==> src/rtl/core/quat_scale_translate_to_matrix_top_defines.svh <==
// ----------------------------------------------------------------------------
// Quaternion transform expander: assertion macros
// Shared concurrent assertion forms, clocked on clk and disabled in reset.
// ----------------------------------------------------------------------------
`ifndef QUAT_SCALE_TRANSLATE_TO_MATRIX_TOP_DEFINES_SVH
`define QUAT_SCALE_TRANSLATE_TO_MATRIX_TOP_DEFINES_SVH

// The consequent must hold in the same cycle as the antecedent.
`define QSTM_ASSERT_NOW(name, ante, cons) \
  name: assert property (@(posedge clk) disable iff (!rst_n) (ante) |-> (cons)) \
    else $error("qstm check failed in the same cycle");

// The consequent must hold in the cycle after the antecedent.
`define QSTM_ASSERT_NEXT(name, ante, cons) \
  name: assert property (@(posedge clk) disable iff (!rst_n) (ante) |=> (cons)) \
    else $error("qstm check failed in the next cycle");

`endif

==> src/rtl/core/qstm_pkg.sv <==
`timescale 1ns / 1ps
// ----------------------------------------------------------------------------
// Quaternion transform expander: package
// Types and constants shared by the sequencer and lanes, and the operand selection.
// ----------------------------------------------------------------------------
package qstm_pkg;

  localparam int NUM_LANES  = 3;
  localparam int NUM_STAGES = 10;
  localparam int FRAC_BITS  = 16;

  localparam logic [1:0] ROW_0    = 2'd0;
  localparam logic [1:0] ROW_1    = 2'd1;
  localparam logic [1:0] ROW_2    = 2'd2;
  localparam logic [1:0] ROW_3    = 2'd3;
  localparam logic [1:0] ROW_LAST = ROW_3;

  localparam logic [1:0] COL_A = 2'd0;
  localparam logic [1:0] COL_B = 2'd1;
  localparam logic [1:0] COL_C = 2'd2;

  localparam logic signed [31:0] ELEM_ONE = 32'sd1 <<< FRAC_BITS;

  // The component unit is 1/32767; entries are scaled by its square.
  localparam logic signed [33:0] QUAT_D2 = 34'sd1073676289;
  localparam logic [63:0]        HALF_D2 = 64'd536838144;

  // Multiples of 32767 for the end correction of the digit-sum divider.
  localparam logic [17:0] DIV_X1 = 18'd32767;
  localparam logic [17:0] DIV_X2 = 18'd65534;
  localparam logic [17:0] DIV_X3 = 18'd98301;
  localparam logic [17:0] DIV_X4 = 18'd131068;
  localparam logic [16:0] DIV_Y1 = 17'd32767;
  localparam logic [16:0] DIV_Y2 = 17'd65534;
  localparam logic [16:0] DIV_Y3 = 17'd98301;

  typedef struct packed {
    logic signed [15:0] a1;
    logic signed [15:0] a2;
    logic signed [15:0] b1;
    logic signed [15:0] b2;
    logic               neg_a;
    logic               neg_b;
    logic               diag;
    logic signed [31:0] scale;
  } qstm_op_t;

  typedef struct packed {
    logic       vld;
    logic [1:0] row;
  } qstm_issue_t;

  // Each element is K + 2*(+/-a1*a2 +/- b1*b2), K being the unit square on
  // the diagonal. The last row uses K alone so that the scale passes through.
  function automatic qstm_op_t op_select(input logic [1:0] row, input logic [1:0] col,
                                         input logic signed [15:0] qx,
                                         input logic signed [15:0] qy,
                                         input logic signed [15:0] qz,
                                         input logic signed [15:0] qw,
                                         input logic signed [31:0] scale);
    qstm_op_t op;
    op = '0;
    op.scale = scale;
    unique case ({row, col})
      {ROW_0, COL_A}: begin
        op.diag = 1'b1;
        op.a1 = qy; op.a2 = qy; op.neg_a = 1'b1;
        op.b1 = qz; op.b2 = qz; op.neg_b = 1'b1;
      end
      {ROW_0, COL_B}: begin
        op.a1 = qx; op.a2 = qy;
        op.b1 = qw; op.b2 = qz;
      end
      {ROW_0, COL_C}: begin
        op.a1 = qx; op.a2 = qz;
        op.b1 = qw; op.b2 = qy; op.neg_b = 1'b1;
      end
      {ROW_1, COL_A}: begin
        op.a1 = qx; op.a2 = qy;
        op.b1 = qw; op.b2 = qz; op.neg_b = 1'b1;
      end
      {ROW_1, COL_B}: begin
        op.diag = 1'b1;
        op.a1 = qx; op.a2 = qx; op.neg_a = 1'b1;
        op.b1 = qz; op.b2 = qz; op.neg_b = 1'b1;
      end
      {ROW_1, COL_C}: begin
        op.a1 = qy; op.a2 = qz;
        op.b1 = qw; op.b2 = qx;
      end
      {ROW_2, COL_A}: begin
        op.a1 = qx; op.a2 = qz;
        op.b1 = qw; op.b2 = qy;
      end
      {ROW_2, COL_B}: begin
        op.a1 = qy; op.a2 = qz;
        op.b1 = qw; op.b2 = qx; op.neg_b = 1'b1;
      end
      {ROW_2, COL_C}: begin
        op.diag = 1'b1;
        op.a1 = qx; op.a2 = qx; op.neg_a = 1'b1;
        op.b1 = qy; op.b2 = qy; op.neg_b = 1'b1;
      end
      {ROW_3, COL_A}, {ROW_3, COL_B}, {ROW_3, COL_C}: begin
        op.diag = 1'b1;
      end
      default: begin
        op.diag = 1'b0;
      end
    endcase
    return op;
  endfunction

endpackage

==> src/rtl/core/qstm_seq.sv <==
`timescale 1ns / 1ps
// ----------------------------------------------------------------------------
// Quaternion transform expander: row sequencer
// Holds one transform and issues its four rows, one per advancing cycle.
// ----------------------------------------------------------------------------
module qstm_seq (
  input  logic                     clk,
  input  logic                     rst_n,
  input  logic                     adv,
  input  logic                     in_valid,
  output logic                     in_ready,
  input  logic signed [15:0]       in_quat_x,
  input  logic signed [15:0]       in_quat_y,
  input  logic signed [15:0]       in_quat_z,
  input  logic signed [15:0]       in_quat_w,
  input  logic signed [31:0]       in_scale_x,
  input  logic signed [31:0]       in_scale_y,
  input  logic signed [31:0]       in_scale_z,
  input  logic signed [31:0]       in_move_x,
  input  logic signed [31:0]       in_move_y,
  input  logic signed [31:0]       in_move_z,
  output qstm_pkg::qstm_issue_t    issue,
  output qstm_pkg::qstm_op_t       ops [qstm_pkg::NUM_LANES]
);
  import qstm_pkg::*;

  logic               hold_v_r, hold_v_nxt;
  logic [1:0]         row_r, row_nxt;
  logic signed [15:0] qx_r, qy_r, qz_r, qw_r;
  logic signed [31:0] sc_r [NUM_LANES];
  logic signed [31:0] mv_r [NUM_LANES];
  logic signed [31:0] row_scale;
  logic               fire, done, accept;

  // No transfer is taken while reset is asserted.
  assign fire     = hold_v_r & adv;
  assign done     = fire & (row_r == ROW_LAST);
  assign in_ready = rst_n & (~hold_v_r | done);
  assign accept   = in_valid & in_ready;

  always_comb begin
    hold_v_nxt = hold_v_r;
    row_nxt    = row_r;
    if (accept) begin
      hold_v_nxt = 1'b1;
      row_nxt    = ROW_0;
    end else if (fire) begin
      hold_v_nxt = ~done;
      row_nxt    = row_r + 2'd1;
    end
  end

  always_ff @(posedge clk) begin
    if (!rst_n) begin
      hold_v_r <= 1'b0;
      row_r    <= ROW_0;
    end else begin
      hold_v_r <= hold_v_nxt;
      row_r    <= row_nxt;
    end
  end

  always_ff @(posedge clk) begin
    if (accept) begin
      qx_r    <= in_quat_x;
      qy_r    <= in_quat_y;
      qz_r    <= in_quat_z;
      qw_r    <= in_quat_w;
      sc_r[0] <= in_scale_x;
      sc_r[1] <= in_scale_y;
      sc_r[2] <= in_scale_z;
      mv_r[0] <= in_move_x;
      mv_r[1] <= in_move_y;
      mv_r[2] <= in_move_z;
    end
  end

  always_comb begin
    unique case (row_r)
      ROW_0:   row_scale = sc_r[0];
      ROW_1:   row_scale = sc_r[1];
      ROW_2:   row_scale = sc_r[2];
      default: row_scale = '0;
    endcase
  end

  always_comb begin
    for (int i = 0; i < NUM_LANES; i++) begin
      ops[i] = op_select(row_r, 2'(i), qx_r, qy_r, qz_r, qw_r,
                         (row_r == ROW_LAST) ? mv_r[i] : row_scale);
    end
  end

  assign issue.vld = hold_v_r;
  assign issue.row = row_r;

endmodule

==> config.mk <==
export PLATFORM = sky130hd
export DESIGN_NAME = qstm_seq
export DESIGN_NICKNAME = d
export VERILOG_FILES = /design/src/rtl/core/quat_scale_translate_to_matrix_top_defines.svh /design/src/rtl/core/qstm_pkg.sv /design/src/rtl/core/qstm_seq.sv
export SDC_FILE = /design/constraint.sdc
export NUM_CORES = 1
export LEC_CHECK = 0
export BUFFER_PORTS_ARGS = -buffer_cell sky130_fd_sc_hd__buf_2
export CORE_AREA = 2 2 221 223
export DETAILED_ROUTE_END_ITERATION = 10
export DIE_AREA = 0 0 223 225
export SETUP_SLACK_MARGIN = 0.05
export SYNTH_ARGS = -nofsm -noshare
export SYNTH_HDL_FRONTEND = slang
export SYNTH_SLANG_ARGS = --single-unit
export TNS_END_PERCENT = 10
==> constraint.sdc <==
create_clock -name clk -period 25.3 [get_ports clk]
set_input_delay 7.59 -clock clk [delete_from_list [all_inputs] [get_ports clk]]
set_output_delay 7.59 -clock clk [all_outputs]
set_load 0.01 [all_outputs]
# After elaboration in Yosys (flattened, before gate mapping)

Memory sizes are Yosys's and may differ from the RTL's.
Cells that the tools add are included.

Register bits: 67
Memory bits (writable): 192
Bits of input ports: 260
Output and inout bits: 301
Logic and storage cells: 49
Memories kept: 2

Add/sub/neg operators: 1
Eq/ne operators: 3
Muxes and demuxes: 20
Bitwise gates (word level): 8
Reduce and logical (&&, ||, !) cells: 9

Memory list:

| memory | depth | bits a word | rd ports | clocked after Yosys merged registers in | write ports | line           | RTL |
|---|---|---|---|---|---|---|---|
| mv_r   | 3     | 32          | 3        | 0                                       | 3           | qstm_seq.sv:31 | `logic signed [31:0] mv_r [NUM_LANES];` |
| sc_r   | 3     | 32          | 3        | 0                                       | 3           | qstm_seq.sv:30 | `logic signed [31:0] sc_r [NUM_LANES];` |

Operators with widths:

| operator                                                        | count |
|---|---|
| 64-bit one-hot mux with 3 select lines                          | 3 |
| 32-bit two-way mux                                              | 3 |
| 32-bit one-hot mux with 3 select lines                          | 1 |
| 2-bit OR reduction                                              | 7 |
| 1-bit two-way mux                                               | 13 |
| 1-bit AND                                                       | 4 |
| 2-bit == test, second input constant                            | 2 |
| 1-bit inverter                                                  | 3 |
| 2-bit by 1-bit adder with 2-bit output, second input constant   | 1 |
| 2-bit by 1-bit == test with 1-bit output, second input constant | 1 |
| 2-bit logical NOT                                               | 1 |
| 2-bit nonzero test                                              | 1 |
| 1-bit OR                                                        | 1 |

# Logic depth before layout (Yosys ltp)

Gate-level depths: netlist of the first run.

Word-level depth: 7
Gate-level depth with buffers: 8
Mapped depth without buffers: 4

# Worst setup path after synthesis of the first run

Ideal clock, no wire load.

Path type: input -> output
Start: in adv
End: out in_ready
Data arrival time: 7.987 ns
Data required time: 17.710 ns
Setup slack: 9.723 ns
Stages on the path: 2
Path buffers: 0
Path through: a21bo_2 > and2_1

Longest elaborated chain between the ends: 4

Ends and longest elaborated chain:

| item        | line           | RTL |
|---|---|---|
| from (decl) | qstm_seq.sv:9  | `input logic adv,` |
| 1-bit AND   | qstm_seq.sv:36 | `assign fire = hold_v_r & adv;` |
| 1-bit AND   | qstm_seq.sv:37 | `assign done = fire & (row_r == ROW_LAST);` |
| 1-bit OR    | qstm_seq.sv:38 | `assign in_ready = rst_n & (~hold_v_r \| done);` |
| 1-bit AND   | qstm_seq.sv:38 |  |
| to (decl)   | qstm_seq.sv:11 | `output logic in_ready,` |

Every way passes these cells.

# Worst setup path in the final report of the first run

Ends and elaborated chain as after synthesis.

==> run_results.csv, run 1 <==
group,metric,value,unit
sta,fin_setup_tns,0,ns
global_route,grt_util_met2,0.344,
logic_synthesis,yosys_warnings,0,
critical_path,critPathKind,"in2out",
global_route,antenna_found_initial,13,
logic_synthesis,synth_seq_cells,259,
place,dp_slack,9.46,ns
global_route,grt_max_degree,105,
critical_path,cp_cell_sequence,"buf_2, a21bo_2, and2_1, buf_2",
floorplan,die-area,50200,um2
cells_and_area,drive_above_1_share,0.404,
logic_synthesis,synthesis.nets,1336,
global_route,grt_util_all_layers,0.188,
sta,finalSetupViolations,0,
logic_synthesis,synth_top_family_by_area,"compound AO/OA/AOI/OAI gates",
sta,post-route-period-util,0.626,
route,routed_wl,50200,um
floorplan,placeableCoreArea,47500,um2
logic_synthesis,yosys-top-cells-area,"sky130_fd_sc_hd__edfxtp_1 (65%), sky130_fd_sc_hd__nand2_1 (7.1%), sky130_fd_sc_hd__o21ai_0 (7.0%)",
logic_synthesis,synth_mux_area_frac,0,
route,final_antenna_net_count,0,
critical_path,critPathArrivalTime,8.26,ns
route,drt_drc_violations_left,0,
place,gp_congestion,0.933,
sta,timing.max_slew.rel_slack,0.254,
logic_synthesis,post_synth_instance_area,11800,um2
clock_tree,clkSinkCount,259,
pwr,pwr_density_cell,67.2,nW/um2
pwr,max-vdd-ir-drop,0.0000595,V
logic_synthesis,synthDominantAreaCellType,"sky130_fd_sc_hd__edfxtp_1",
logic_synthesis,post_synth_and_or_nand_nor_area_fraction,0.0754,
route,drt-wirelength-per-cell,22.8,um
critical_path,worst-endpoint-required,17.71,ns
sta,setup_slack,9.45,ns
clock_tree,numCtsBuffers,30,
place,dp_hpwl,37800,um
run_status,status,"complete, no violations",
sta,post-route-min-period,15.85,ns
global_route,first_global_vias,10500,
sta,clock.fmax,0.0631,GHz
critical_path,critical_path_peak_fanout,5,
global_route,global_route_hottest_layer,"met2",
clock_tree,cts.root.buffer_cell,"sky130_fd_sc_hd__clkbuf_16",
pwr,static-leakage-power,6.21,nW
floorplan,ios,561,
clock_tree,ctsHoldBuffers,0,
sta,final_max_slew_viol_count,0,
clock_tree,worst_setup_hold_path_clk_slew,0.06,ns
place,port-buffer-count,560,
critical_path,critical-path-max-stage-delay,0.25,ns
logic_synthesis,yosys.area_share.adder,0.00636,
clock_tree,clock_latency,0.59,ns
clock_tree,post_cts_resize_count,0,
clock_tree,post-cts-setup-buffer-count,0,
sta,fin_skew,0.0304,ns
critical_path,critPathTopFamily,"buffers and inverters",
min_path,holdCritPathClass,"reg2reg",
global_route,global_route_overflow,0,
flow_run,cap_violations,0,
critical_path,path_buf_inv,2,
route,viasPerCell,4.93,
global_route,grt_pass1_wl,70000,um
route,dr.pass1.iters,6,
global_route,globalRouteMet3Util,0.0656,
critical_path,timing.critical_path.to_type,"output port",
floorplan,rows,80,
route,num_vias,10800,
floorplan,floorplan.die.height,225,um
clock_tree,cts_max_level,1,
critical_path,crit_path_top_delay_cell,"sky130_fd_sc_hd__a21bo_2",
clock_tree,cts_tree,"yes",
sta,timing_worst_slew_pin_value,1.12,ns
sta,hold_viol_final,0,
cells_and_area,nets,1824,
global_route,global_route.usage.met1,0.200,
cells_and_area,area.growth.synth_to_final,35.2,%
logic_synthesis,synth-xor-area-share,0,
floorplan,die_x,223,um
logic_synthesis,number_of_instances_in_the_synthesized_netlist,1070,
logic_synthesis,seq_area_frac_synth,0.656,
critical_path,start_kind,"input pin",
critical_path,cp_common_cell,"sky130_fd_sc_hd__buf_2",
logic_synthesis,ys_types,24,
clock_tree,ctsLongestPathBuffers,3,
floorplan,start_util,0.248,
logic_synthesis,synthDominantCellAreaShare,0.651,
route,dr.first_iter.drc_count,879,
sta,rsz_0062_raised_after_global_routing,"false",
logic_synthesis,synth-compound-area-share,0.209,
logic_synthesis,synth.avg_cell_area,11.0,um2
-- cell usage in the layout, fill, tap and decap left out, drive strengths merged --
cell type,n
a21bo,3
a21oi,162
a221oi,2
a222oi,32
a22oi,1
a31oi,15
and2,1
and3,1
buf,572
bufinv,4
clkbuf,33
clkinv,15
clkinvlp,4
dfxtp,3
diode,2
edfxtp,256
ha,6
inv,5
nand2,222
nand3,1
nand3b,1
o21ai,238
or2,5
-- tightest hold or removal path: stages (launching register included) --
cell                       delay, ns
sky130_fd_sc_hd__dfxtp_1        0.35
sky130_fd_sc_hd__nand3b_1       0.12
sky130_fd_sc_hd__a221oi_1       0.08
-- path summary, 6_finish.rpt --
check,from,endpoint,slack [ns],cells after the start
worst max-delay path,adv,in_ready,9.45,4
worst min-delay path,hold_v_r$_SDFFE_PN0P_,row_r[0]$_SDFFE_PP0P_,0.60,2
worst max register to register,row_r[0]$_SDFFE_PP0P_,mv_r[0][81]$_DFFE_PP_,20.32,6
worst min register to register,hold_v_r$_SDFFE_PN0P_,row_r[0]$_SDFFE_PP0P_,0.60,2
-- through the flow --
stage	hold slack [ns]	total power, W	instance area (um2)	cells	util
2_1_floorplan	0.516	0.000569	11800	1070	-
3_3_place_gp	0.534	0.000636	14900	2141	0.314
3_5_place_dp	0.588	0.000638	14900	2141	0.314
4_1_cts	0.597	0.00109	16000	2197	0.336
5_1_grt	0.643	0.00111	16000	2197	0.336
6_report	0.600	0.00107	16000	2199	0.336
-- metal layers --
metal  part of all wire  wire length (um)
met5             0.0025               125
met4              0.039              1980
met3              0.097              4890
met2               0.51             25700
met1               0.35             17600
-- state kept, by name, summed over array words and instances, names as in the netlist --
signal,count
mv_r,96
sc_r,96
qw_r,16
qx_r,16
qy_r,16
qz_r,16
row_r,2
hold_v_r,1
-- layout make-up --
type	count	area, um2
Fill cell	4842	31600
Sequential cell	259	7750
Multi-Input combinational cell	690	3510
Timing Repair Buffer	572	2890
Tap cell	615	769
Clock buffer	33	762
Clock inverter	23	260
Inverter	5	18.8
Antenna cell	2	5.00
-- logic make-up (layout without fill, tap and decap cells) --
logic type	Yosys count	after routing
AOI/OAI and AO/OA	453	453
buffers and inverters	121	633
adders and majority gates	6	6
other	0	2
and+or+nand+nor	231	231
DFF	259	259
-- synthesized netlist by cell type --
cell type	n
sky130_fd_sc_hd__a21bo_2	3
sky130_fd_sc_hd__a21oi_1	162
sky130_fd_sc_hd__a221oi_1	2
sky130_fd_sc_hd__a222oi_1	32
sky130_fd_sc_hd__a22oi_1	1
sky130_fd_sc_hd__a31oi_1	15
sky130_fd_sc_hd__and2_1	1
sky130_fd_sc_hd__and3_1	1
sky130_fd_sc_hd__buf_1	4
sky130_fd_sc_hd__buf_2	20
sky130_fd_sc_hd__buf_4	20
sky130_fd_sc_hd__buf_6	9
sky130_fd_sc_hd__clkbuf_1	63
sky130_fd_sc_hd__dfxtp_1	3
sky130_fd_sc_hd__edfxtp_1	256
sky130_fd_sc_hd__ha_1	6
sky130_fd_sc_hd__inv_1	5
sky130_fd_sc_hd__nand2_1	222
sky130_fd_sc_hd__nand3_1	1
sky130_fd_sc_hd__nand3b_1	1
sky130_fd_sc_hd__o21ai_0	165
sky130_fd_sc_hd__o21ai_1	73
sky130_fd_sc_hd__or2_1	1
sky130_fd_sc_hd__or2_2	4
-- power breakdown --
group / internal [W] / switching [W] / total [W]
combinational: 0.0000490 / 0.0000786 / 0.000128
sequential: 0.000492 / 0.00000914 / 0.000501
clock: 0.000260 / 0.000185 / 0.000445
total: 0.000801 / 0.000272 / 0.00107
(Power assumes the default switching activity.)
==> inputs of run 2 (changes only) <==
--- a/config.mk
+++ b/config.mk
@@ -5,10 +5,11 @@
 export SDC_FILE = /design/constraint.sdc
 export NUM_CORES = 1
 export LEC_CHECK = 0
+export ABC_AREA = 1
 export BUFFER_PORTS_ARGS = -buffer_cell sky130_fd_sc_hd__buf_2
-export CORE_AREA = 2 2 221 223
+export CORE_AREA = 2 2 216 218
 export DETAILED_ROUTE_END_ITERATION = 10
-export DIE_AREA = 0 0 223 225
+export DIE_AREA = 0 0 218 220
 export SETUP_SLACK_MARGIN = 0.05
 export SYNTH_ARGS = -nofsm -noshare
 export SYNTH_HDL_FRONTEND = slang
==> constraint.sdc (replaced) <==
create_clock -name clk -period 14.15 [get_ports clk]
set_input_delay 4.245 -clock clk [delete_from_list [all_inputs] [get_ports clk]]
set_output_delay 4.245 -clock clk [all_outputs]
set_load 0.01 [all_outputs]
==> run_results.csv, run 2 <==
group,metric,value,unit
run_status,status,"complete, no violations",
logic_synthesis,ys_types,17,
critical_path,r2r_slack,10.31,ns
logic_synthesis,post_synth_instance_area,12700,um2
place,gp_congestion,0.955,
route,drt-wirelength-per-cell,15.9,um
route,routed_wl,41300,um
clock_tree,ctsHoldBuffers,0,
sta,hold_viol_final,0,
sta,rsz_0062_raised_after_global_routing,"false",
clock_tree,cts_tree,"yes",
logic_synthesis,seq_area_frac_synth,0.609,
sta,fin_setup_tns,0,ns
sta,finalSetupViolations,0,
critical_path,worst-endpoint-required,9.90,ns
logic_synthesis,synthMostInstantiatedCell,"sky130_fd_sc_hd__nand2_1",
global_route,grt_max_degree,124,
floorplan,die_x,218,um
cells_and_area,area.growth.synth_to_final,32.8,%
global_route,grt_pass1_wl,59900,um
global_route,antenna_found_initial,10,
min_path,worstHoldPathCells,4,
sta,finalHoldWorstSlack,0.622,ns
clock_tree,cts.root.buffer_cell,"sky130_fd_sc_hd__clkbuf_16",
route,dr.first_iter.drc_count,665,
pwr,max-vdd-ir-drop,0.0000962,V
pwr,static-leakage-power,8.71,nW
logic_synthesis,yosys_warnings,0,
cells_and_area,final_design_area_no_fill,16900,um2
logic_synthesis,synth_enable_flop_cells,256,
floorplan,floorplan.die.height,220,um
pwr,pwr_density_cell,117,nW/um2
sta,final_max_slew_viol_count,0,
critical_path,crit_path_top_delay_cell,"sky130_fd_sc_hd__buf_2",
critical_path,number_of_cells_on_the_worst_reg_to_reg_path,7,
floorplan,ios,561,
clock_tree,post-cts-setup-buffer-count,0,
critical_path,cp_cell_sequence,"buf_2, nand2_1, nand2_1, inv_1, nor2_1, buf_2",
sta,post-route-min-period,8.99,ns
cells_and_area,largest_registers,"mv_r x96, sc_r x96",
sta,timing_worst_slew_pin_value,0.999,ns
logic_synthesis,synthDominantAreaCellType,"sky130_fd_sc_hd__edfxtp_1",
cells_and_area,drive_above_1_share,0.312,
logic_synthesis,synthesis.nets,1712,
logic_synthesis,yosys-top-cells-area,"sky130_fd_sc_hd__edfxtp_1 (60%), sky130_fd_sc_hd__nand2_1 (20%), sky130_fd_sc_hd__nand3_1 (8.2%)",
logic_synthesis,number_of_instances_in_the_synthesized_netlist,1446,
floorplan,start_util,0.277,
critical_path,critical_path_peak_fanout,2,
cells_and_area,nets,2229,
logic_synthesis,synth_ff_type,"sky130_fd_sc_hd__edfxtp_1",
clock_tree,clock_latency,0.58,ns
critical_path,critical-path-max-stage-delay,0.13,ns
route,drt_drc_violations_left,0,
sta,post-route-period-util,0.636,
clock_tree,clkSinkCount,259,
logic_synthesis,async_reset_ff_frac,0,
flow_run,cap_violations,0,
route,dr.pass1.iters,5,
critical_path,timing.critical_path.to_type,"output port",
clock_tree,post_cts_resize_count,0,
cells_and_area,final_common_cell,"sky130_fd_sc_hd__nand2_1",
clock_tree,worst_setup_hold_path_clk_slew,0.06,ns
route,num_vias,11600,
floorplan,placeableCoreArea,45900,um2
logic_synthesis,synthDominantCellAreaShare,0.604,
sta,fin_skew,0.0135,ns
route,viasPerCell,4.48,
global_route,global_route_overflow,0,
min_path,holdCritPathClass,"reg2reg",
route,final_antenna_net_count,0,
logic_synthesis,synth.avg_cell_area,8.80,um2
place,placed_area,15900,um2
min_path,whs_endpoint,"hold_v_r$_SDFFE_PN0P_",
sta,clock.fmax,0.111,GHz
sta,timing.max_slew.rel_slack,0.334,
min_path,hold_path.startpoint,"hold_v_r$_SDFFE_PN0P_",
place,port-buffer-count,560,
clock_tree,cts_max_level,1,
logic_synthesis,synth_seq_cells,259,
pwr,final_total_pwr,0.00198,W
critical_path,crit-reg2reg-launch,"row_r[0]$_SDFFE_PP0P_",
floorplan,die-area,48000,um2
critical_path,start_kind,"input pin",
floorplan,rows,79,
place,dp_hpwl,31300,um
cells_and_area,fraction_of_the_core_area_covered_by_cells_at_the_end_of_the_flow,0.368,
global_route,first_global_vias,10900,
critical_path,critPathKind,"in2out",
critical_path,critPathArrivalTime,4.75,ns
clock_tree,ctsLongestPathBuffers,3,
cells_and_area,most-common-layout-cells,"sky130_fd_sc_hd__nand2_1 (693), sky130_fd_sc_hd__buf_2 (560), sky130_fd_sc_hd__edfxtp_1 (256), sky130_fd_sc_hd__nand3_1 (209), sky130_fd_sc_hd__inv_1 (182)",
global_route,grt_util_all_layers,0.161,
logic_synthesis,synth_top_cells_by_count,"sky130_fd_sc_hd__nand2_1 (693), sky130_fd_sc_hd__edfxtp_1 (256), sky130_fd_sc_hd__nand3_1 (209)",
critical_path,reg2reg_to,"qw_r[15]$_DFFE_PP_",
clock_tree,numCtsBuffers,29,
[run 2: report_power, final]
part	internal, W	switching [W]
sequential	0.000880	0.0000110
combinational	0.000116	0.000188
clock	0.000468	0.000317
total	0.00146	0.000516
[run 2: worst max-delay path, delay by kind of cell]
family | cells | cell delay (ns)
buf+inv | 3 | 0.26
simple gates | 3 | 0.23
[run 2: worst max-delay path by stage]
| stage | start | end | slack [ns] | depth (start not counted) |
|---|---|---|---|---|
| 6_report | adv | in_ready | 5.16 | 6 |
| 5_1_grt | adv | in_ready | 5.05 | 6 |
| 4_1_cts | adv | in_ready | 5.15 | 6 |
| 3_5_place_dp | adv | in_ready | 5.15 | 6 |
| 3_3_place_gp | adv | in_ready | 5.12 | 6 |
| 2_1_floorplan | adv | mv_r[0][0]$_DFFE_PP_ | 4.15 | 4 |
[run 2: metrics by stage]
step	setup WS (ns)	instances
after floorplan	4.15	1446
after global placement	5.12	2539
after detailed placement	5.15	2539
after CTS	5.15	2593
after global routing	5.05	2595
final	5.16	2596
[run 2: logic make-up after synthesis]
logic type	after synthesis	synth area share
AOI/OAI and AO/OA	1	0.000393
xor gates and xnor gates	1	0.000688
adders and majority gates	6	0.00590
buffers and inverters	267	0.0935
DFF	259	0.609
and+or+nand+nor	912	0.291
[run 2: cell type report]
| cell class | instances | area (um2) |
|---|---|---|
| fillers | 4780 | 29000 |
| flip-flops and latches | 259 | 7750 |
| multi-input cells | 920 | 3830 |
| repair buffers | 569 | 2870 |
| well taps | 607 | 759 |
| clock buffers | 35 | 748 |
| inverters | 184 | 701 |
| clock inverters | 19 | 234 |
| diodes | 3 | 7.51 |
[run 2: per-layer routing]
metal / GRT usage / vias to the layer above / wire length, um
li1: - / 5637 / -
met1: 0.196 / 5369 / 16600
met2: 0.267 / 521 / 19600
met3: 0.0461 / 91 / 3580
met4: 0.0642 / 12 / 1370
met5: 0 / - / 80
